<file path="config.mk">
export PLATFORM = sky130hd
export DESIGN_NAME = mtk_cell
export DESIGN_NICKNAME = d
export VERILOG_FILES = /design/src/hw/rtl/multipole_thin_kick_defines.svh /design/src/hw/rtl/mtk_pkg.sv /design/src/hw/rtl/mtk_cell.sv
export SDC_FILE = /design/constraint.sdc
export NUM_CORES = 1
export LEC_CHECK = 0
export BUFFER_PORTS_ARGS = -buffer_cell sky130_fd_sc_hd__buf_2
export CAP_MARGIN = 20
export CORE_AREA = 2 2 114 116
export DETAILED_ROUTE_END_ITERATION = 10
export DIE_AREA = 0 0 116 118
export GPL_TIMING_DRIVEN = 0
export PLACE_DENSITY = 0.7
export SLEW_MARGIN = 40
export SYNTH_ARGS = -nofsm -noshare
export SYNTH_HDL_FRONTEND = slang
export SYNTH_SLANG_ARGS = --single-unit
</file>
<file path="constraint.sdc">
create_clock -name aclk -period 5.4 [get_ports aclk]
set_clock_uncertainty 0.15 [all_clocks]
set_input_delay 1.08 -clock aclk [delete_from_list [all_inputs] [get_ports aclk]]
set_output_delay 1.08 -clock aclk [all_outputs]
set_load 0.1 [all_outputs]
</file>
<file path="src/hw/rtl/multipole_thin_kick_defines.svh">
// ----------------------------------------------------------------------------
// multipole thin kick assertion macros
// shared concurrent assertion helpers, clocked on aclk, off during reset
// ----------------------------------------------------------------------------
`ifndef MULTIPOLE_THIN_KICK_DEFINES_SVH
`define MULTIPOLE_THIN_KICK_DEFINES_SVH

// condition implies consequence in the same cycle
`define MTK_ASSERT_SAME(label, cond, cons, msg) \
    label: assert property (@(posedge aclk) disable iff (!aresetn) \
        (cond) |-> (cons)) else $error(msg);

// condition implies consequence in the next cycle
`define MTK_ASSERT_NEXT(label, cond, cons, msg) \
    label: assert property (@(posedge aclk) disable iff (!aresetn) \
        (cond) |=> (cons)) else $error(msg);

`endif

</file>
<file path="src/hw/rtl/mtk_pkg.sv">
// ----------------------------------------------------------------------------
// mtk_pkg
// types, constants and saturation helper of the multipole thin kick
// ----------------------------------------------------------------------------
package mtk_pkg;

    localparam int DATA_W = 48;
    localparam int SUM_W  = DATA_W + 2;
    localparam int PROD_W = 2 * DATA_W;
    localparam int HALF_W = DATA_W / 2;

    localparam logic [DATA_W-1:0] WORD_MAX = {1'b0, {(DATA_W-1){1'b1}}};
    localparam logic [DATA_W-1:0] WORD_MIN = {1'b1, {(DATA_W-1){1'b0}}};

    typedef enum logic [1:0] {
        CFG_KICK_LENGTH = 2'd0,
        CFG_INV_RHO     = 2'd1,
        CFG_TOP_ORDER   = 2'd2,
        CFG_UNUSED      = 2'd3
    } cfg_index_t;

    typedef enum logic [2:0] {
        ST_IDLE,
        ST_ALIGN,
        ST_ISSUE,
        ST_WAIT,
        ST_COMBINE,
        ST_BRK,
        ST_DONE
    } state_t;

    typedef enum logic [3:0] {
        OP_XB,
        OP_YA,
        OP_YB,
        OP_XA,
        OP_HH,
        OP_HHX,
        OP_HD,
        OP_LBRK,
        OP_LBI,
        OP_LH,
        OP_LHX
    } op_t;

    typedef struct packed {
        logic signed [DATA_W-1:0] normal;
        logic signed [DATA_W-1:0] skew;
    } coef_pair_t;

    typedef struct packed {
        logic wr;
        logic shift;
    } cell_ctl_t;

    typedef struct packed {
        logic signed [DATA_W-1:0] value;
        logic                     sat;
    } sat_t;

    // sign extend one word to sum width
    function automatic logic signed [SUM_W-1:0] sx(input logic signed [DATA_W-1:0] v);
        return {{(SUM_W-DATA_W){v[DATA_W-1]}}, v};
    endfunction

    // saturate an exact sum of up to three words
    function automatic sat_t clip_sum(input logic signed [SUM_W-1:0] v);
        sat_t r;
        r.sat = 1'b0;
        if (v > sx(WORD_MAX)) begin
            r.value = WORD_MAX;
            r.sat   = 1'b1;
        end else if (v < sx(WORD_MIN)) begin
            r.value = WORD_MIN;
            r.sat   = 1'b1;
        end else begin
            r.value = v[DATA_W-1:0];
        end
        return r;
    endfunction

endpackage

</file>
<file path="src/hw/rtl/mtk_cell.sv">
// ----------------------------------------------------------------------------
// mtk_cell
// one coefficient slot of the rotating table ring
// ----------------------------------------------------------------------------
module mtk_cell (
    input  logic                aclk,
    input  mtk_pkg::cell_ctl_t  ctl,
    input  mtk_pkg::coef_pair_t wr_data,
    input  mtk_pkg::coef_pair_t prev_data,
    output mtk_pkg::coef_pair_t data
);
    import mtk_pkg::*;

    coef_pair_t data_reg;

    // load writes the slot, otherwise take the neighbor's pair on a shift
    always_ff @(posedge aclk) begin
        if (ctl.wr) begin
            data_reg <= wr_data;
        end else if (ctl.shift) begin
            data_reg <= prev_data;
        end
    end

    assign data = data_reg;

endmodule

</file>
; ---- Word level (Yosys, flattened, before mapping)
; Cells that the tools add are included.
[classes]
mux = 2
n_reduce_logical = 1
[op_table]
columns = op, n
row1 = 2-to-1 mux 96 bit, 2
row2 = nonzero test 2 bit, 1
[totals]
output_inout_bits = 96
reg_bits = 96
elab_cells = 5
in_bits = 195

; ---- Longest topological paths before layout
[depth]
ltp_word = 2
depth_mapped = 4
mapped_depth_nobuf = 1

; ---- Worst setup path before layout
; Ideal clock, no wire load.
[synth_path]
kind = input -> register
from = input port ctl[1] in the netlist's numbering
to = register data_reg (netlist bit data[0]), enable pin
setup_slack_ns = 1.182
path_stages = 4
required_time_ns = 4.789
arrival_ns = 3.608
setup_ns = 0.461
path_buffers = 3
cell_sequence = buf_6 buf_6 buf_6 or2_1
[synth_between]
elab_chain_cells = 1
[synth_rtl]
columns = item, line_no
row1 = from (decl), mtk_cell.sv:7  ; input mtk_pkg::cell_ctl_t ctl,
row2 = nonzero test 2 bit (no line), -
row3 = to (signal assigned), mtk_cell.sv:19  ; data_reg <= wr_data;
row4 = to (signal assigned), mtk_cell.sv:21  ; data_reg <= prev_data;
row5 = to (decl), mtk_cell.sv:14  ; coef_pair_t data_reg;
; No other way between the ends.
; A chain may end at the register's enable or synchronous reset.

; ---- Worst setup path in the final report
[layout_path]
from = register data_reg (netlist bit data[91])
to = output port data[91] in the netlist's numbering
[layout_lines]
columns = item, line_no
row1 = to (decl), mtk_cell.sv:10  ; output mtk_pkg::coef_pair_t data
; No word-level cell between the ends.

==> metrics.txt <==
Setup violations, final 0; Mapped Nets 399; post-synth top area cell edfxtp_1; Die Wd 116 microns; Hold Path Class input port to register; Pleak 2.82 nW; drt first-iter violations 133; vias per cell 4.29; register area share after synthesis 69.2%; area of the multi-input gates 0.00120 sq mm; H-tree Lvls 3; remaining global-route overflow 0; Row Count 41; via count 2,930; Setup crit end data[91]; Total Neg Setup Slack 0 ns; CP Capture Type output pin; Setup crit start kind register; # IOs 291; Worst-path clk slew 0.07 ns; number of routed nets with antenna violations 0; Residual DRC 0; Worst Tran Pin Value 0.512 ns; post-synth top area share 69.2%; Max Freq 0.424 GHz; CP Cell Sequence buf_2; critical-path maximum fanout 1; max-cap violation count 0; Seq. cell area 0.00288 sq mm; Pins Over Slew Limit 0; Final Hold Vio Count 0; share of cells above drive strength 1 81.0%; max reg flops 96; CP max stage delay 0.43 ns; mapped cell area 0.00417 sq mm; Crit path required time 4.17 ns; dominant cells by area after synthesis edfxtp_1, mux2_2, mux2_4; largest net degree at the start of global routing 43; fill count 1,113; RSZ-0062 raised after global routing false; headroom to the max-slew limit 66.1%; CP top delay family buffers and inverters; Initial Util 33.6%; DIE HEIGHT 118 microns; core area 0.0124 sq mm; worst setup path startpoint data[91]$_DFFE_PP_; WP buf/inv 1; post-cts resize count 0; Num CTS Buffers 9; placed cells 667; Worst Path Arrival 1.13 ns; routed wire length 10,600 microns; vias in the first global route 3,001; post-DR wirelength/cell 15.5 microns; CTS root buf clkbuf_16; Syn Inst Count 204; kind of critical path register to output pin; worst ir drop on vdd 151 uV; Final nets 701; Port-buffer cells 289; critical path depth 1; full die area 0.0137 sq mm; status finished, final reports clean; fin crit period 2.36 ns; hpwl dp 8400 microns; Power per Cell Area 386 mW/mm^2; detailed-router iteration count before antenna repair 4; Non-Filler Instances 683; Synthesis Warnings 0; GP Congestion 0.753; #FFs+latches synth 96; maximum buffer depth of the clock tree 2; Avg Inst Size Synth 20.4 sq um; Netlist cell types 6; first-pass GRT wire length 15,200 microns; GRT Util Overall 15.1%; Hold Buf Count CTS 0; area delta synth->final 47.3%; Final Cycle Share 43.6%; Crit-path slowest cell buf_2; CTS tree done; clock sinks 96; antenna violations before repair 0; n_diodes 0; setup repair bufs after CTS 0
worst min path at each step:
| stage | start | endpoint | slack, ns | cells after the start |
|---|---|---|---|---|
| 6_report | wr_data[87] | data[87]$_DFFE_PP_ | 0.88 | 2 |
| 5_1_grt | prev_data[88] | data[88]$_DFFE_PP_ | 0.87 | 2 |
| 4_1_cts | wr_data[88] | data[88]$_DFFE_PP_ | 0.87 | 2 |
| 3_5_place_dp | wr_data[87] | data[87]$_DFFE_PP_ | 1.23 | 2 |
| 3_3_place_gp | wr_data[68] | data[68]$_DFFE_PP_ | 1.23 | 2 |
| 2_1_floorplan | wr_data[64] | data[64]$_DFFE_PP_ | 1.15 | 1 |
final cells by class:
cell class | count | area share [%]
clock buffer | 9 | 3.67
tap | 172 | 3.51
multi-input combinational | 97 | 19.5
clock inverter | 7 | 0.632
buffer | 11 | 1.41
sequential | 96 | 47.0
timing repair buffer | 291 | 24.2
through the flow:
| step | total power, mW | instance area (sq um) | hold WS [ns] | setup WS (ns) | utilization (%) |
|---|---|---|---|---|---|
| after floorplan | 1.65 | 4170 | 1.15 | 1.18 | - |
| after global placement | 1.81 | 5830 | 1.23 | 0.210 | 46.9 |
| after detailed placement | 1.82 | 5870 | 1.23 | 2.72 | 47.3 |
| after CTS | 2.40 | 6130 | 0.869 | 3.02 | 49.4 |
| after global routing | 2.45 | 6130 | 0.871 | 3.00 | 49.4 |
| final | 2.37 | 6130 | 0.885 | 3.04 | 49.4 |
layer usage:
metal	GRT usage, %	vias to the layer above	wire (microns)
li1	-	1408	-
met1	15.4	1327	3880
met2	27.6	176	5470
met3	5.46	19	1010
met4	6.10	0	223
met5	0	-	0
cell families (layout without fill, tap and decap cells):
group | Yosys count | after routing | synth area share, %
DFF | 96 | 96 | 69.2
muxes | 96 | 96 | 28.6
and+or+nand+nor | 1 | 1 | 0.150
buffers and inverters | 11 | 318 | 2.07
cells in the mapped netlist:
master    number
or2_1          1
buf_6          5
buf_2          6
mux2_2        67
mux2_4        29
edfxtp_1      96
cells in the final DEF (no fill, tap or decap):
cell        count
buf_12          2
buf_2         295
buf_6           5
clkbuf_16       9
clkinv_1        1
clkinv_2        4
clkinvlp_4      2
edfxtp_1       96
mux2_2         67
mux2_4         29
or2_4           1
where the power goes:
| part | internal, mW | switching [mW] | leakage (nW) |
|---|---|---|---|
| clock network | 0.307 | 0.265 | 0.128 |
| registers | 0.915 | 0.0198 | 0.978 |
| logic | 0.169 | 0.693 | 1.71 |
| total | 1.39 | 0.978 | 2.82 |
Power figures use the tool's default switching activity.
