## src/hw/rtl/multipole_thin_kick_defines.svh

```systemverilog
// ----------------------------------------------------------------------------
// multipole thin kick assertion macros
// shared concurrent assertion helpers, clocked on aclk, off during reset
// ----------------------------------------------------------------------------
`ifndef MULTIPOLE_THIN_KICK_DEFINES_SVH
`define MULTIPOLE_THIN_KICK_DEFINES_SVH

// condition implies consequence in the same cycle
`define MTK_ASSERT_SAME(label, cond, cons, msg) \
    label: assert property (@(posedge aclk) disable iff (!aresetn) \
        (cond) |-> (cons)) else $error(msg);

// condition implies consequence in the next cycle
`define MTK_ASSERT_NEXT(label, cond, cons, msg) \
    label: assert property (@(posedge aclk) disable iff (!aresetn) \
        (cond) |=> (cons)) else $error(msg);

`endif

```

## src/hw/rtl/mtk_pkg.sv

```systemverilog
// ----------------------------------------------------------------------------
// mtk_pkg
// types, constants and saturation helper of the multipole thin kick
// ----------------------------------------------------------------------------
package mtk_pkg;

    localparam int DATA_W = 48;
    localparam int SUM_W  = DATA_W + 2;
    localparam int PROD_W = 2 * DATA_W;
    localparam int HALF_W = DATA_W / 2;

    localparam logic [DATA_W-1:0] WORD_MAX = {1'b0, {(DATA_W-1){1'b1}}};
    localparam logic [DATA_W-1:0] WORD_MIN = {1'b1, {(DATA_W-1){1'b0}}};

    typedef enum logic [1:0] {
        CFG_KICK_LENGTH = 2'd0,
        CFG_INV_RHO     = 2'd1,
        CFG_TOP_ORDER   = 2'd2,
        CFG_UNUSED      = 2'd3
    } cfg_index_t;

    typedef enum logic [2:0] {
        ST_IDLE,
        ST_ALIGN,
        ST_ISSUE,
        ST_WAIT,
        ST_COMBINE,
        ST_BRK,
        ST_DONE
    } state_t;

    typedef enum logic [3:0] {
        OP_XB,
        OP_YA,
        OP_YB,
        OP_XA,
        OP_HH,
        OP_HHX,
        OP_HD,
        OP_LBRK,
        OP_LBI,
        OP_LH,
        OP_LHX
    } op_t;

    typedef struct packed {
        logic signed [DATA_W-1:0] normal;
        logic signed [DATA_W-1:0] skew;
    } coef_pair_t;

    typedef struct packed {
        logic wr;
        logic shift;
    } cell_ctl_t;

    typedef struct packed {
        logic signed [DATA_W-1:0] value;
        logic                     sat;
    } sat_t;

    // sign extend one word to sum width
    function automatic logic signed [SUM_W-1:0] sx(input logic signed [DATA_W-1:0] v);
        return {{(SUM_W-DATA_W){v[DATA_W-1]}}, v};
    endfunction

    // saturate an exact sum of up to three words
    function automatic sat_t clip_sum(input logic signed [SUM_W-1:0] v);
        sat_t r;
        r.sat = 1'b0;
        if (v > sx(WORD_MAX)) begin
            r.value = WORD_MAX;
            r.sat   = 1'b1;
        end else if (v < sx(WORD_MIN)) begin
            r.value = WORD_MIN;
            r.sat   = 1'b1;
        end else begin
            r.value = v[DATA_W-1:0];
        end
        return r;
    endfunction

endpackage

```

## src/hw/rtl/mtk_fmul.sv

```systemverilog
// ----------------------------------------------------------------------------
// mtk_fmul
// multi-cycle fixed-point multiply, rounded half away from zero, saturated
// ----------------------------------------------------------------------------
module mtk_fmul #(
    parameter int FRAC_BITS = 32
) (
    input  logic                             aclk,
    input  logic                             aresetn,
    input  logic                             start,
    input  logic signed [mtk_pkg::DATA_W-1:0] op_a,
    input  logic signed [mtk_pkg::DATA_W-1:0] op_b,
    output logic                             done,
    output mtk_pkg::sat_t                    result
);
    import mtk_pkg::*;

    localparam logic [PROD_W-1:0] ROUND_HALF = PROD_W'(1) << (FRAC_BITS - 1);
    localparam logic [2:0]        STEP_LAST  = 3'd5;

    logic              busy_reg;
    logic [2:0]        step_reg;
    logic              neg_reg;
    logic [DATA_W-1:0] ma_reg;
    logic [DATA_W-1:0] mb_reg;
    logic [DATA_W-1:0] pp_reg;
    logic [1:0]        sh_reg;
    logic [PROD_W-1:0] acc_reg;
    logic              done_reg;
    sat_t              result_reg;

    logic [HALF_W-1:0] a_half;
    logic [HALF_W-1:0] b_half;
    logic [DATA_W-1:0] pp_next;
    logic [1:0]        sh_next;
    logic [PROD_W-1:0] pp_shifted;
    logic [PROD_W-1:0] rounded;
    logic [PROD_W-1:0] quot;
    logic              sat_flag;

    // partial product select: low*low, low*high, high*low, high*high
    always_comb begin
        case (step_reg[1:0])
            2'd0: begin
                a_half = ma_reg[HALF_W-1:0];
                b_half = mb_reg[HALF_W-1:0];
                sh_next = 2'd0;
            end
            2'd1: begin
                a_half = ma_reg[HALF_W-1:0];
                b_half = mb_reg[DATA_W-1:HALF_W];
                sh_next = 2'd1;
            end
            2'd2: begin
                a_half = ma_reg[DATA_W-1:HALF_W];
                b_half = mb_reg[HALF_W-1:0];
                sh_next = 2'd1;
            end
            default: begin
                a_half = ma_reg[DATA_W-1:HALF_W];
                b_half = mb_reg[DATA_W-1:HALF_W];
                sh_next = 2'd2;
            end
        endcase
        pp_next = DATA_W'(a_half) * DATA_W'(b_half);
        case (sh_reg)
            2'd0:    pp_shifted = PROD_W'(pp_reg);
            2'd1:    pp_shifted = PROD_W'(pp_reg) << HALF_W;
            default: pp_shifted = PROD_W'(pp_reg) << DATA_W;
        endcase
        rounded  = acc_reg + ROUND_HALF;
        quot     = rounded >> FRAC_BITS;
        sat_flag = neg_reg ? (quot > PROD_W'(WORD_MIN)) : (quot > PROD_W'(WORD_MAX));
    end

    always_ff @(posedge aclk) begin
        if (!aresetn) begin
            busy_reg <= 1'b0;
            done_reg <= 1'b0;
            step_reg <= '0;
        end else begin
            done_reg <= 1'b0;
            if (start) begin
                busy_reg <= 1'b1;
                step_reg <= '0;
            end else if (busy_reg) begin
                step_reg <= step_reg + 3'd1;
                if (step_reg == STEP_LAST) begin
                    busy_reg <= 1'b0;
                    done_reg <= 1'b1;
                end
            end
        end
    end

    always_ff @(posedge aclk) begin
        if (start) begin
            neg_reg <= op_a[DATA_W-1] ^ op_b[DATA_W-1];
            ma_reg  <= op_a[DATA_W-1] ? DATA_W'(-op_a) : op_a;
            mb_reg  <= op_b[DATA_W-1] ? DATA_W'(-op_b) : op_b;
            acc_reg <= '0;
        end else if (busy_reg) begin
            if (step_reg <= 3'd3) begin
                pp_reg <= pp_next;
                sh_reg <= sh_next;
            end
            if (step_reg >= 3'd1 && step_reg <= 3'd4) begin
                acc_reg <= acc_reg + pp_shifted;
            end
            if (step_reg == STEP_LAST) begin
                result_reg.sat <= sat_flag;
                if (sat_flag) begin
                    result_reg.value <= neg_reg ? WORD_MIN : WORD_MAX;
                end else begin
                    result_reg.value <= neg_reg ? DATA_W'(-quot[DATA_W-1:0])
                                                : quot[DATA_W-1:0];
                end
            end
        end
    end

    assign done   = done_reg;
    assign result = result_reg;

endmodule
```

## config.mk

```make
export PLATFORM = sky130hd
export DESIGN_NAME = mtk_fmul
export DESIGN_NICKNAME = d
export VERILOG_FILES = /design/src/hw/rtl/multipole_thin_kick_defines.svh /design/src/hw/rtl/mtk_pkg.sv /design/src/hw/rtl/mtk_fmul.sv
export SDC_FILE = /design/constraint.sdc
export NUM_CORES = 2
export LEC_CHECK = 0
export BUFFER_PORTS_ARGS = -buffer_cell sky130_fd_sc_hd__buf_4
export CORE_UTILIZATION = 45
export DETAILED_ROUTE_END_ITERATION = 12
export PLACE_DENSITY = 0.62
export SYNTH_ARGS = -nofsm -noshare
export SYNTH_HDL_FRONTEND = slang
export SYNTH_SLANG_ARGS = --single-unit
export TNS_END_PERCENT = 30
```

## constraint.sdc

```tcl
create_clock -name aclk -period 9.2 [get_ports aclk]
set_input_delay 1.38 -clock aclk [delete_from_list [all_inputs] [get_ports aclk]]
set_output_delay 1.38 -clock aclk [all_outputs]
set_load 0.03 [all_outputs]
```

Word level (Yosys, flattened, before mapping) --
Index checks and enable logic that the tools add are counted.
Operators by class: add/subtract/negate cells 6, $mul 1, divide/modulo/power cells 0, order comparisons 5, equality and inequality tests 4, shift-type cells 0, mux-type cells 14, bitwise logic cells 4, reductions and logical operators 11
Operators with widths (count):
- $pmux W96 S2 | 1
- $mux W48 | 3
- $neg A48 Y48 | 3
- $add A96 B32 Y96 const B | 1
- $add A96 B96 Y96 | 1
- $mux W47 | 2
- $gt A64 B47 Y1 const B | 1
- $gt A64 B48 Y1 const B | 1
- $mul A24 B24 Y48 | 1
- $mux W24 | 2
- $reduce_or A2 Y1 | 4
- $reduce_and A3 Y1 | 2
- $mux W1 | 5
- $eq A2 B1 Y1 const B | 2
- $logic_not A2 Y1 | 2
- $pmux W2 S2 | 1
- $add A3 B1 Y3 const B | 1
- $eq A3 B3 Y1 const B | 1
- $ge A3 B1 Y1 const B | 1
- $le A3 B2 Y1 const B | 1
- $le A3 B3 Y1 const B | 1
- $not A1 Y1 | 3
- $reduce_or A3 Y1 | 1
- $eq A2 B2 Y1 const B | 1
- 3 further kinds | 3
Storage, ports and cells: register bits after elaboration 297, latch bits 0, bits in writable memories 0, bits in read-only memories 0, bits of input ports 99, output and inout bits 50, word-level logic and storage cells 58, memories kept 0

Depth between registers and ports, before layout --
depth after elaboration 4, depth in mapped cells 34, depth with buffers taken out 32

Worst setup path before layout --
Ideal clock, no wire load.
path kind register -> register, start register step_reg[0], end register pp_reg[47] (data pin), setup time 0.258 ns, arrival 8.739 ns, data required time 8.942 ns, setup slack 0.203 ns, stages on the path, launching flop included 34, buffers on the path 2, period minus slack after synthesis 8.997 ns, path through dfxtp_1 > inv_1 > ha_1 > nor2_1 > buf_1 > clkbuf_1 > mux2i_1 > nor2_1 > fa_1 > fa_1 > inv_1 > fa_1 > inv_1 > fa_1 > inv_1 > fa_1 > inv_1 > fa_1 > inv_1 > fa_1 > inv_1 > ha_1 > a21oi_1 > o21ai_0 > o21bai_1 > a21oi_1 > a32oi_1 > a311oi_1 > o21ai_0 > a21o_1 > a31o_2 > a41o_1 > a211o_1 > xnor2_1
Between the ends: cells in the longest elaborated chain, start to end 4, elaborated cells on any way between the ends 8, those cells by class mul: 1; eq/ne: 2; mux: 2; reduce/logical: 3
Ends and longest elaborated chain:
- start: declaration | RTL line mtk_fmul.sv:22 | logic [2:0] step_reg;
- start signal: assignment | RTL line mtk_fmul.sv:87 | step_reg <= step_reg + 3'd1;
- $eq A2 B1 Y1, or another cell as far along | RTL line mtk_fmul.sv:43 | case (step_reg[1:0])
- $reduce_or A2 Y1 (no line)
- $mux W24 | RTL line mtk_fmul.sv:43
- $mul A24 B24 Y48 * | RTL line mtk_fmul.sv:65 | pp_next = DATA_W'(a_half) * DATA_W'(b_half);
- named net pp_next[47] | RTL line mtk_fmul.sv:34 | logic [DATA_W-1:0] pp_next;
- end signal: assignment | RTL line mtk_fmul.sv:104 | pp_reg <= pp_next;
- end: declaration | RTL line mtk_fmul.sv:26 | logic [DATA_W-1:0] pp_reg;
Mark *: on every way through the listed nets, which the timed path passes. The rest lies on a longest branch. A chain may end at the register's enable or synchronous reset.

Final worst setup path --
Ends and elaborated chain as after synthesis.

==> report_table.html <==
<table>
<tr><th>Metric</th><th>Value</th></tr>
<tr><th colspan="2">Job</th></tr>
<tr><td>Max-Cap Viols</td><td>0</td></tr>
<tr><th colspan="2">Finish</th></tr>
<tr><td>Commonest cells after routing, fill and taps aside</td><td>inv_1 (600), nand2_1 (590), fa_1 (483)</td></tr>
<tr><td>Layout cell share with drive strength beyond 1</td><td>9.27%</td></tr>
<tr><td>Count of fill cells added during filler insertion</td><td>8,375</td></tr>
<tr><td>Number of nets in the layout</td><td>5,586</td></tr>
<tr><td>Number of flip-flops in the largest register</td><td>96</td></tr>
<tr><td>Post-synthesis to final-layout area growth</td><td>10.5%</td></tr>
<tr><td>Most common cell after layout, fill and taps aside</td><td>inv_1</td></tr>
<tr><th colspan="2">Placement</th></tr>
<tr><td>IO Port Bufs</td><td>148</td></tr>
<tr><td>Final weighted congestion in routability-driven placement</td><td>0.966</td></tr>
<tr><td>Half-perimeter wire length after placement</td><td>102,000 um</td></tr>
<tr><th colspan="2">Die</th></tr>
<tr><td>Die span in y</td><td>300 um</td></tr>
<tr><td>Number of top-level design ports</td><td>149</td></tr>
<tr><td>Core region area</td><td>88,200 um2</td></tr>
<tr><td>Core Rows</td><td>109</td></tr>
<tr><td>Horiz. Die Dim</td><td>300 um</td></tr>
<tr><td>Full die area</td><td>90,200 um2</td></tr>
<tr><td>Initial cell density of the core</td><td>45.4%</td></tr>
<tr><th colspan="2">STA</th></tr>
<tr><td>Measured slew at the worst slew-check pin</td><td>1090 ps</td></tr>
<tr><td>Hold violation count in the final report</td><td>0</td></tr>
<tr><td>Final critical delay including setup and external delays</td><td>8820 ps</td></tr>
<tr><td>Final worst-path cycle share</td><td>95.9%</td></tr>
<tr><td>Highest clock frequency the design can meet</td><td>0.113 GHz</td></tr>
<tr><td>Pins over their slew limit</td><td>0</td></tr>
<tr><td>Setup repair after global routing missed its margin</td><td>false</td></tr>
<tr><td>Final setup vio count</td><td>0</td></tr>
<tr><td>Clock Skew</td><td>26.0 ps</td></tr>
<tr><td>Remaining max-slew budget at the tightest pin</td><td>26.8%</td></tr>
<tr><td>Final total negative setup slack</td><td>0 ps</td></tr>
<tr><th colspan="2">Clocking</th></tr>
<tr><td>Reg clk slew, reported paths</td><td>60 ps</td></tr>
<tr><td>Sinks on Clock Net</td><td>297</td></tr>
<tr><td>Max H-tree Level</td><td>2</td></tr>
<tr><td>CTS tree</td><td>yes</td></tr>
<tr><td>CTS root buffer</td><td>clkbuf_16</td></tr>
<tr><td>Deepest clock path buffer count</td><td>3</td></tr>
<tr><td>Clock latency on the worst-skew pair</td><td>600 ps</td></tr>
<tr><td>Cts hold-fix bufs</td><td>0</td></tr>
<tr><td>Number of buffers created by CTS</td><td>39</td></tr>
<tr><th colspan="2">GRT</th></tr>
<tr><td>Wire length of the first global-routing pass</td><td>191,000 um</td></tr>
<tr><td>Vias in the first global route</td><td>32,600</td></tr>
<tr><td>Antenna violations before repair</td><td>3</td></tr>
<tr><td>Total global routing overflow</td><td>0</td></tr>
<tr><td>Combined global-route utilization of all metal layers</td><td>27.5%</td></tr>
<tr><td>Largest net degree at the start of global routing</td><td>67</td></tr>
<tr><th colspan="2">Critical path</th></tr>
<tr><td>Master of the slowest instance on the critical path</td><td>fa_1</td></tr>
<tr><td>Startpoint Class</td><td>flop</td></tr>
<tr><td>Largest stage delay, worst path</td><td>550 ps</td></tr>
<tr><td>Critical Path Most Common Cell</td><td>fa_1</td></tr>
<tr><td>Sort of element at the end of the critical path</td><td>flop</td></tr>
<tr><td>Critical setup path kind</td><td>reg2reg</td></tr>
<tr><td>Required time worst endpoint</td><td>9550 ps</td></tr>
<tr><td>Signal arrival time at the worst endpoint</td><td>9170 ps</td></tr>
<tr><td>Crit path max fanout</td><td>14</td></tr>
<tr><th colspan="2">Yosys</th></tr>
<tr><td>Number of register bits inferred by synthesis</td><td>297</td></tr>
<tr><td>Number of flops mapped to enable cells by yosys</td><td>196</td></tr>
<tr><td>Fraction of the yosys area taken by sequential cells</td><td>19.7%</td></tr>
<tr><td>Synth Flop Type</td><td>edfxtp_1</td></tr>
<tr><td>Share of flip-flops with an asynchronous set or reset after synthesis</td><td>0%</td></tr>
<tr><td>Post-synthesis cell area</td><td>40,100 um2</td></tr>
<tr><td>Average size of a mapped cell</td><td>8.62 um2</td></tr>
<tr><td>Synthesis warning total</td><td>0</td></tr>
<tr><td>Synthesized netlist cell count</td><td>4,647</td></tr>
<tr><td>Number of unique standard cell types used by synthesis</td><td>74</td></tr>
<tr><td>Synth Net Count</td><td>5,508</td></tr>
<tr><th colspan="2">Detailed routing</th></tr>
<tr><td>Per-cell routed wire length</td><td>20.9 um</td></tr>
<tr><td>1st-pass router iterations</td><td>9</td></tr>
<tr><td>Post-detailed-route DRC marker count</td><td>4</td></tr>
<tr><td>DRT Wirelength</td><td>124,000 um</td></tr>
<tr><td>Remaining number of nets flagged by the antenna check after routing</td><td>0</td></tr>
<tr><td>Detailed-route vias per instance</td><td>5.58</td></tr>
<tr><td>Iteration-0 DRC count of the detailed router</td><td>2,322</td></tr>
<tr><td>Via count</td><td>33,000</td></tr>
<tr><th colspan="2">Worst hold path</th></tr>
<tr><td>Tightest Hold Check Type</td><td>reg2reg</td></tr>
<tr><th colspan="2">Status</th></tr>
<tr><td>Status</td><td>finished with violations</td></tr>
<tr><td>Failing checks</td><td>design-rule violations</td></tr>
</table>
## worst paths after layout
kind	from	end	slack [ps]	cells after the start
worst max-delay path	step_reg[0]$_SDFFE_PP0P_	pp_reg[47]$_DFFE_PP_	380	33
worst min-delay path	acc_reg[19]$_SDFFE_PP0P_	acc_reg[19]$_SDFFE_PP0P_	460	2
worst max register to register	step_reg[0]$_SDFFE_PP0P_	pp_reg[47]$_DFFE_PP_	380	33
worst min register to register	acc_reg[19]$_SDFFE_PP0P_	acc_reg[19]$_SDFFE_PP0P_	460	2
## synthesized netlist by cell type, drive strengths merged, types with 35 or more instances
library cell	number	area (um2)
inv	601	2260
a21oi	251	1260
nor3	52	260
edfxtp	196	5890
nand3	84	420
nor2	470	1760
nand4	63	394
o21ai	192	961
fa	483	9670
and2	73	457
nand2	591	2220
and3	35	219
clkbuf	211	792
xor2	81	709
a21o	90	676
o21bai	38	285
mux2	46	518
ha	279	3490
mux2i	69	691
xnor2	224	1960
dfxtp	101	2020
o31ai	35	268
## routing by layer
metal | track usage (%) | vias to the layer above | part of all wire (%)
li1 | - | 15600 | -
met1 | 34.5 | 16100 | 41
met2 | 46.8 | 1126 | 48
met3 | 3.57 | 293 | 5.7
met4 | 13.1 | 0 | 5.5
met5 | 0 | - | 0
## logic make-up (layout without fill, tap and decap cells)
group	count (synthesis)	count (layout)	synth area share, %
buffers and inverters	831	940	7.79
adder cells (fa/ha/maj)	762	762	32.9
other	0	1	0
AND/OR/NAND/NOR	1533	1533	17.2
AO/OA/AOI/OAI	804	804	12.7
XOR/XNOR	305	305	6.67
multiplexers	115	115	3.02
flip-flops	297	297	19.7
## metrics by stage
stage | cells | utilization, % | hold WS, ps | worst slack, ps | area (um2)
after floorplan | 4647 | - | 432 | 203 | 40100
after global placement | 5831 | 48.3 | 443 | 317 | 42600
after detailed placement | 5831 | 48.3 | 450 | 223 | 42600
after CTS | 5903 | 49.8 | 460 | 204 | 43900
after global routing | 5921 | 50.1 | 477 | 40.3 | 44200
final | 5922 | 50.1 | 459 | 379 | 44200
## cell type report
cell class	count	area (um2)	share of cell area, %
clock buffer	43	991	2.24
sequential	297	7910	17.9
inverter	601	2260	5.10
clock inverter	29	300	0.679
antenna	1	2.50	0.00566
tap	1165	1460	3.29
multi-input combinational	3519	29200	66.0
timing repair buffer	267	2150	4.85
## what timing repair did
action	CTS	global route
resized for setup	0	35
buffers inserted	0	17
setup endpoints to repair	0	7
## critical path, delay by kind of cell, from the launching register on
family	cells	cell delay, ps
fa+ha+maj	9	3850
xor+xnor	1	130
flops	1	380
simple gates	3	330
buf+inv	10	1290
compound gates	9	2270
mux	1	330
Power is left out: the tool's default activity adds up to more than one toggle a clock period on the data nets, which glitch-free logic cannot reach.
